### config.mk
export PLATFORM = sky130hd
export DESIGN_NAME = xoshiro_bounded_random_top
export DESIGN_NICKNAME = d
export VERILOG_FILES = /design/src/rtl/xbr_pkg.sv /design/src/rtl/xoshiro_bounded_random_top.sv
export SDC_FILE = /design/constraint.sdc
export NUM_CORES = 2
export LEC_CHECK = 0
export BUFFER_PORTS_ARGS = -buffer_cell sky130_fd_sc_hd__buf_2
export CAP_MARGIN = 0
export CORE_MARGIN = 2
export CORE_UTILIZATION = 52
export CTS_CLUSTER_DIAMETER = 50
export CTS_CLUSTER_SIZE = 12
export DETAILED_ROUTE_END_ITERATION = 10
export GPL_TIMING_DRIVEN = 1
export PLACE_DENSITY = 0.71
export SYNTH_ARGS = -nofsm -noshare
export SYNTH_HDL_FRONTEND = slang
export SYNTH_SLANG_ARGS = --single-unit
### constraint.sdc
create_clock -name clk -period 10.5 [get_ports clk]
set_input_delay 1.05 -clock clk [delete_from_list [all_inputs] [get_ports clk]]
set_output_delay 1.05 -clock clk [all_outputs]
set_load 0.02 [all_outputs]
### src/rtl/xbr_pkg.sv
package xbr_pkg;

    localparam logic [63:0] SM_GAMMA        = 64'h9e3779b97f4a7c15;
    localparam logic [63:0] SM_MUL1         = 64'hbf58476d1ce4e5b9;
    localparam logic [63:0] SM_MUL2         = 64'h94d049bb133111eb;
    localparam logic [63:0] ZERO_SEED_SUBST = 64'h6a09e667f3bcc909;
    localparam logic [63:0] RESET_SEED      = 64'd1;

    localparam int unsigned BOUND_W = 31;
    localparam int unsigned DIV_STEPS = 64;

    localparam logic MODE_RAW     = 1'b0;
    localparam logic MODE_UNIFORM = 1'b1;

    // xoshiro256** scrambler: rotl(s1 * 5, 7) * 9, multiplies done as shift-add
    function automatic logic [63:0] scramble(input logic [63:0] s1);
        logic [63:0] x5;
        logic [63:0] rot;
        x5  = s1 + (s1 << 2);
        rot = {x5[56:0], x5[63:57]};
        return rot + (rot << 3);
    endfunction

endpackage

### src/rtl/xoshiro_bounded_random_top.sv
// xoshiro256** random source with bounded uniform draws.
//
// Request channel (in_valid / in_stall) carries mode and bound; result
// channel (out_valid / out_stall) carries value, one result beat per request.
// seed_we with seed_data reseeds the generator; write only while idle.
//
// One request is handled at a time; in_stall stays high while it is worked.
// A raw request passes the draw state and then the done state; a zero bound
// goes straight to done (the generator does not advance); a uniform one runs
// the restoring divider for the rejection threshold, draws (each rejection
// draws again), runs the divider for the modulo, and loads the output in done.
// The block is idle again, ready for the next request, when the result appears.
//
// At reset, and after each seed write, four splitmix64 steps fill the state
// on a shared 32x32 multiplier; in_stall is high meanwhile.
// The result is held in an output register; when the receiver stalls the
// block may take one more request and finish it, then waits until the
// output register is free.
module xoshiro_bounded_random_top
    import xbr_pkg::*;
(
    input  logic                clk,
    input  logic                rst_n,
    input  logic                seed_we,
    input  logic [63:0]         seed_data,
    input  logic                in_valid,
    output logic                in_stall,
    input  logic                mode,
    input  logic [BOUND_W-1:0]  bound,
    output logic                out_valid,
    input  logic                out_stall,
    output logic [63:0]         value
);

    localparam logic [3:0] ST_EXP_ADD = 4'd0;
    localparam logic [3:0] ST_MUL1    = 4'd1;
    localparam logic [3:0] ST_MIX27   = 4'd2;
    localparam logic [3:0] ST_MUL2    = 4'd3;
    localparam logic [3:0] ST_FIN     = 4'd4;
    localparam logic [3:0] ST_IDLE    = 4'd5;
    localparam logic [3:0] ST_THR     = 4'd6;
    localparam logic [3:0] ST_DRAW    = 4'd7;
    localparam logic [3:0] ST_MOD     = 4'd8;
    localparam logic [3:0] ST_DONE    = 4'd9;

    localparam logic [5:0] CNT_LAST = 6'(DIV_STEPS - 1);

    // control state
    logic [3:0]  state_reg, state_next;
    logic [63:0] acc_reg, acc_next;
    logic [1:0]  word_reg, word_next;
    logic [1:0]  mstep_reg, mstep_next;
    logic [5:0]  cnt_reg, cnt_next;
    logic        out_valid_reg, out_valid_next;

    // datapath
    logic [63:0]        z_reg, z_next;
    logic [63:0]        prod_reg, prod_next;
    logic [63:0]        s_reg [4];
    logic [63:0]        s_next [4];
    logic               mode_reg, mode_next;
    logic [BOUND_W-1:0] bound_reg, bound_next;
    logic [BOUND_W-1:0] thr_reg, thr_next;
    logic [BOUND_W-1:0] rem_reg, rem_next;
    logic [63:0]        dvd_reg, dvd_next;
    logic [63:0]        res_reg, res_next;
    logic [63:0]        value_reg, value_next;

    logic               in_accept;
    logic               out_accept;
    logic [63:0]        mul_const;
    logic [31:0]        mul_a, mul_b;
    logic [63:0]        mul_prod;
    logic [63:0]        mul_sum;
    logic [BOUND_W:0]   div_t;
    logic [BOUND_W-1:0] div_rem;
    logic [63:0]        draw_val;
    logic [63:0]        s3_mix;

    assign in_stall   = (state_reg != ST_IDLE) || seed_we;
    assign in_accept  = in_valid && !in_stall;
    assign out_valid  = out_valid_reg;
    assign out_accept = out_valid_reg && !out_stall;
    assign value      = value_reg;

    // shared 32x32 multiplier: low 64 bits of z * c from three partial products
    assign mul_const = (state_reg == ST_MUL2) ? SM_MUL2 : SM_MUL1;
    assign mul_a     = (mstep_reg == 2'd2) ? z_reg[63:32] : z_reg[31:0];
    assign mul_b     = (mstep_reg == 2'd1) ? mul_const[63:32] : mul_const[31:0];
    assign mul_prod  = {32'd0, mul_a} * {32'd0, mul_b};
    assign mul_sum   = (mstep_reg == 2'd0) ? mul_prod
                                           : prod_reg + {mul_prod[31:0], 32'd0};

    // shared restoring divider step, remainder stays below bound
    assign div_t   = {rem_reg, dvd_reg[63]};
    assign div_rem = (div_t >= {1'b0, bound_reg})
                   ? BOUND_W'(div_t - {1'b0, bound_reg})
                   : div_t[BOUND_W-1:0];

    assign draw_val = scramble(s_reg[1]);
    assign s3_mix   = s_reg[3] ^ s_reg[1];

    always_comb
    begin
        state_next     = state_reg;
        acc_next       = acc_reg;
        word_next      = word_reg;
        mstep_next     = mstep_reg;
        cnt_next       = cnt_reg;
        out_valid_next = out_valid_reg;
        z_next         = z_reg;
        prod_next      = prod_reg;
        for (int i = 0; i < 4; i++)
        begin
            s_next[i] = s_reg[i];
        end
        mode_next  = mode_reg;
        bound_next = bound_reg;
        thr_next   = thr_reg;
        rem_next   = rem_reg;
        dvd_next   = dvd_reg;
        res_next   = res_reg;
        value_next = value_reg;

        if (out_accept)
        begin
            out_valid_next = 1'b0;
        end

        case (state_reg)
            ST_EXP_ADD:
            begin
                acc_next   = acc_reg + SM_GAMMA;
                z_next     = acc_next ^ (acc_next >> 30);
                mstep_next = 2'd0;
                state_next = ST_MUL1;
            end
            ST_MUL1, ST_MUL2:
            begin
                prod_next = mul_sum;
                if (mstep_reg == 2'd2)
                begin
                    mstep_next = 2'd0;
                    state_next = (state_reg == ST_MUL1) ? ST_MIX27 : ST_FIN;
                end
                else
                begin
                    mstep_next = mstep_reg + 2'd1;
                end
            end
            ST_MIX27:
            begin
                z_next     = prod_reg ^ (prod_reg >> 27);
                state_next = ST_MUL2;
            end
            ST_FIN:
            begin
                s_next[word_reg] = prod_reg ^ (prod_reg >> 31);
                word_next        = word_reg + 2'd1;
                state_next       = (word_reg == 2'd3) ? ST_IDLE : ST_EXP_ADD;
            end
            ST_IDLE:
            begin
                if (in_accept)
                begin
                    mode_next  = mode;
                    bound_next = bound;
                    if (mode == MODE_RAW)
                    begin
                        state_next = ST_DRAW;
                    end
                    else if (bound == '0)
                    begin
                        res_next   = 64'd0;
                        state_next = ST_DONE;
                    end
                    else
                    begin
                        // (2^64 - bound) mod bound
                        dvd_next   = 64'd0 - {33'd0, bound};
                        rem_next   = '0;
                        cnt_next   = 6'd0;
                        state_next = ST_THR;
                    end
                end
            end
            ST_THR:
            begin
                rem_next = div_rem;
                dvd_next = {dvd_reg[62:0], 1'b0};
                cnt_next = cnt_reg + 6'd1;
                if (cnt_reg == CNT_LAST)
                begin
                    thr_next   = div_rem;
                    state_next = ST_DRAW;
                end
            end
            ST_DRAW:
            begin
                s_next[2] = s_reg[2] ^ s_reg[0] ^ (s_reg[1] << 17);
                s_next[3] = {s3_mix[18:0], s3_mix[63:19]};
                s_next[1] = s_reg[1] ^ s_reg[2] ^ s_reg[0];
                s_next[0] = s_reg[0] ^ s3_mix;
                if (mode_reg == MODE_RAW)
                begin
                    res_next   = draw_val;
                    state_next = ST_DONE;
                end
                else if (draw_val >= {33'd0, thr_reg})
                begin
                    dvd_next   = draw_val;
                    rem_next   = '0;
                    cnt_next   = 6'd0;
                    state_next = ST_MOD;
                end
                // rejected draw: stay and draw again
            end
            ST_MOD:
            begin
                rem_next = div_rem;
                dvd_next = {dvd_reg[62:0], 1'b0};
                cnt_next = cnt_reg + 6'd1;
                if (cnt_reg == CNT_LAST)
                begin
                    res_next   = {33'd0, div_rem};
                    state_next = ST_DONE;
                end
            end
            ST_DONE:
            begin
                if (!out_valid_reg || !out_stall)
                begin
                    value_next     = res_reg;
                    out_valid_next = 1'b1;
                    state_next     = ST_IDLE;
                end
            end
            default:
            begin
                state_next = ST_IDLE;
            end
        endcase

        // reseed restarts the splitmix64 expansion
        if (seed_we)
        begin
            acc_next   = (seed_data == 64'd0) ? ZERO_SEED_SUBST : seed_data;
            word_next  = 2'd0;
            mstep_next = 2'd0;
            state_next = ST_EXP_ADD;
        end
    end

    always_ff @(posedge clk or negedge rst_n)
    begin
        if (!rst_n)
        begin
            state_reg     <= ST_EXP_ADD;
            acc_reg       <= RESET_SEED;
            word_reg      <= 2'd0;
            mstep_reg     <= 2'd0;
            cnt_reg       <= 6'd0;
            out_valid_reg <= 1'b0;
        end
        else
        begin
            state_reg     <= state_next;
            acc_reg       <= acc_next;
            word_reg      <= word_next;
            mstep_reg     <= mstep_next;
            cnt_reg       <= cnt_next;
            out_valid_reg <= out_valid_next;
        end
    end

    always_ff @(posedge clk)
    begin
        z_reg     <= z_next;
        prod_reg  <= prod_next;
        for (int i = 0; i < 4; i++)
        begin
            s_reg[i] <= s_next[i];
        end
        mode_reg  <= mode_next;
        bound_reg <= bound_next;
        thr_reg   <= thr_next;
        rem_reg   <= rem_next;
        dvd_reg   <= dvd_next;
        res_reg   <= res_next;
        value_reg <= value_next;
    end

    a_mod_rem_below_bound: assert property (@(posedge clk) disable iff (!rst_n)
        (state_reg == ST_MOD || state_reg == ST_THR) |-> (rem_reg < bound_reg))
        else $error("divider remainder not below bound");

    a_uniform_result_in_range: assert property (@(posedge clk) disable iff (!rst_n)
        (state_reg == ST_DONE && mode_reg == MODE_UNIFORM && bound_reg != '0)
        |-> (res_reg < {33'd0, bound_reg}))
        else $error("uniform result out of range");

    a_result_from_done: assert property (@(posedge clk) disable iff (!rst_n)
        $rose(out_valid_reg) |-> ($past(state_reg) == ST_DONE))
        else $error("result beat raised outside done state");

    a_mul_step_range: assert property (@(posedge clk) disable iff (!rst_n)
        (state_reg == ST_MUL1 || state_reg == ST_MUL2) |-> (mstep_reg != 2'd3))
        else $error("multiplier step out of range");

    a_idle_word_wrapped: assert property (@(posedge clk) disable iff (!rst_n)
        (state_reg == ST_IDLE) |-> (word_reg == 2'd0))
        else $error("expansion word counter not wrapped at idle");

endmodule

==> impl_metrics.env <==
export IMPL_status="finished, final reports clean"
export IMPL_worstPathArrival_ps=10520
export IMPL_critPathTopFamily="adder cells"
export IMPL_synth_seq_cells=749
export IMPL_syn_inst=7750
export IMPL_crit_fanout=20
export IMPL_routed_wl_mm=252
export IMPL_synth_most_common_cell="inv_1"
export IMPL_cts_max_path_buffers=3
export IMPL_max_stage_delay_ps=550
export IMPL_synth_common_cells="inv_1 (1124), fa_1 (830), edfxtp_1 (670)"
export IMPL_cts_sinks=749
export IMPL_cp_startpoint="mstep_reg[0]$_DFFE_PN0P_"
export IMPL_fin_util=0.577
export IMPL_grt_total_usage=0.335
export IMPL_initial_core_util=0.525
export IMPL_yosys_area_top_type_share=0.262
export IMPL_fillers=12630
export IMPL_timing_rr_end="prod_reg[63]$_DFFE_PN_"
export IMPL_clockRootBuffer="clkbuf_16"
export IMPL_fp_dieW_um=388
export IMPL_drt_pass1_iter_count=6
export IMPL_cp_end_kind="register"
export IMPL_yosysWarnings=0
export IMPL_hp_class="primary input to async pin"
export IMPL_maxSlewViolCount=0
export IMPL_netlist_area_sq_um=76700
export IMPL_grt_pass1_vias=59181
export IMPL_fmax_mhz=99.0
export IMPL_io_pins=167
export IMPL_syn_num_nets=9236
export IMPL_cts_max_level=3
export IMPL_fin_worst_skew_ps=44.4
export IMPL_synth_top_area_cell="edfxtp_1"
export IMPL_setup_viol=0
export IMPL_ctsHoldBuffers=0
export IMPL_ys_flop_type="edfxtp_1"
export IMPL_yosysSeqAreaShare=0.288
export IMPL_ant_nets=0
export IMPL_setup_ws_ps=397
export IMPL_row_count=140
export IMPL_vias=59573
export IMPL_numPortBuffers=166
export IMPL_cts_buffers=87
export IMPL_drc=0
export IMPL_largest_reg_flops=256
export IMPL_synthDistinctLibCells=108
export IMPL_r2r_start="mstep_reg[0]$_DFFE_PN0P_"
export IMPL_r2r_cells=42
export IMPL_path_class="register to register"
export IMPL_cp_slowest_cell="fa_1"
export IMPL_overflow=0
export IMPL_min_period_ps=10100
export IMPL_max_slew_margin_rel=0.207
export IMPL_start_kind="register"
export IMPL_cts_tree="built"
export IMPL_worst_pin_slew_ps=1190
export IMPL_postPlaceCellArea_sq_um=81400
export IMPL_antenna_found_initial=9
export IMPL_pre_cts_slack_ps=-10.6
export IMPL_hold_viol=0
export IMPL_viasPerCell=5.96
export IMPL_synthArstFlopShare=0.105
export IMPL_synth_area_per_cell_sq_um=9.89
export IMPL_synthTopCellsByArea="edfxtp_1 (26%), fa_1 (22%), ha_1 (9.1%), xnor2_1 (5.9%), inv_1 (5.5%)"
export IMPL_core_sq_um=146000
export IMPL_die_h_um=388
export IMPL_drv_cap=0
export IMPL_nNetsFinal=9513
export IMPL_synth_edff_count=670
export IMPL_syn_to_final_growth_pct=9.88
export IMPL_grt_max_degree=244
export IMPL_design_die_area_sq_um=151000
export IMPL_hpwl_mm=204
export IMPL_path_clk_slew_ps=60
export IMPL_worstPathRequired_ps=10910
export IMPL_grt_pass1_wl_mm=379
export IMPL_drtIter0Drc=7122
export IMPL_gp_congestion=1.08
export IMPL_post_route_cells_drive_above_1_share=0.0933
export IMPL_ff2ff_setup_slack_ps=400
export IMPL_clk_latency_ps=700
export IMPL_path_buf_inv=9
export IMPL_finalInstanceArea_sq_um=84200
export IMPL_wire_per_inst_um=25.2
export IMPL_fin_crit_sh=0.962
-- cells in the final DEF (no fill, tap or decap), types with 24 or more instances in the layout --
cell / instances
a211o_1: 37
a211oi_1: 38
a21o_1: 126
a21oi_1: 327
a31oi_1: 24
and2_1: 148
buf_2: 164
buf_4: 322
clkbuf_16: 89
dfrtp_1: 77
edfxtp_1: 670
fa_1: 830
ha_1: 550
inv_1: 1123
mux2i_1: 50
nand2_1: 533
nand2b_1: 98
nand3_1: 254
nand4_1: 62
nor2_1: 508
nor2b_1: 31
nor3_1: 76
nor4_1: 39
o21a_1: 39
o21ai_0: 492
o21bai_1: 39
o22a_1: 33
xnor2_1: 508
xor2_1: 307
-- layout make-up --
cell class	instances	area [sq um]	area share
Antenna cell	3	7.51	0.0000891
Clock buffer	105	2310	0.0274
Clock inverter	37	369	0.00438
Inverter	1130	4250	0.0505
Multi-Input combinational cell	5562	49400	0.586
Sequential cell	749	22100	0.262
Tap cell	1917	2400	0.0285
Timing Repair Buffer	497	3450	0.0409
-- cell families (layout without fill, tap and decap cells) --
family          count (synthesis)  after routing  share of synthesized area
simple gates                 1884           1884                      0.115
buf+inv                      1439           1769                     0.0712
compound gates               1396           1396                      0.113
fa+ha+maj                    1385           1385                      0.307
xor+xnor                      823            823                     0.0945
flops                         749            749                      0.288
mux                            74             74                     0.0101
other cells                     0              3                          0
-- worst reg2reg max path: cells and delay by family (launching register included) --
family	cells	cell delay (ps)
AO/OA/AOI/OAI	14	2780
XOR/XNOR	2	410
adder cells (fa/ha/maj)	10	4290
buffers and inverters	9	880
flip-flops	1	450
multiplexers	1	320
AND/OR/NAND/NOR	6	710
-- routing by layer --
metal  vias to the layer above  part of all wire  track usage
met5                         -           0.00015            0
met4                         2             0.040        0.116
met3                       446              0.11       0.0706
met2                      3179              0.42        0.488
met1                     29518              0.43        0.495
li1                      26428                 -            -
-- worst max-delay path by stage --
stage,to,slack (ps),cells past startpoint
floorplan,prod_reg[63]$_DFFE_PN_,2,45
global placement,dvd_reg[0]$_DFFE_PP_,50,37
detailed placement,dvd_reg[0]$_DFFE_PP_,-10,37
CTS,rem_reg[4]$_SDFFCE_PP0P_,20,37
global route,prod_reg[59]$_DFFE_PN_,-70,40
finish,prod_reg[63]$_DFFE_PN_,400,42
-- what timing repair did --
action / 4_1_cts / 5_1_grt
gates cloned: 0 / 0
buffers inserted: 0 / 1
setup endpoints to repair: 95 / 112
pin swaps: 0 / 3
resized for setup: 1 / 36
-- metrics by stage --
stage	cells	TNS (ps)	hold WS, ps
after CTS	9996	0	210
after detailed placement	9854	-214	405
final	10000	0	230
after floorplan	7750	0	400
after global placement	9854	0	402
after global routing	9998	-112	240
Power is not shown: default switching activity piles up to over one toggle a cycle in this logic, so the estimate is an artifact.
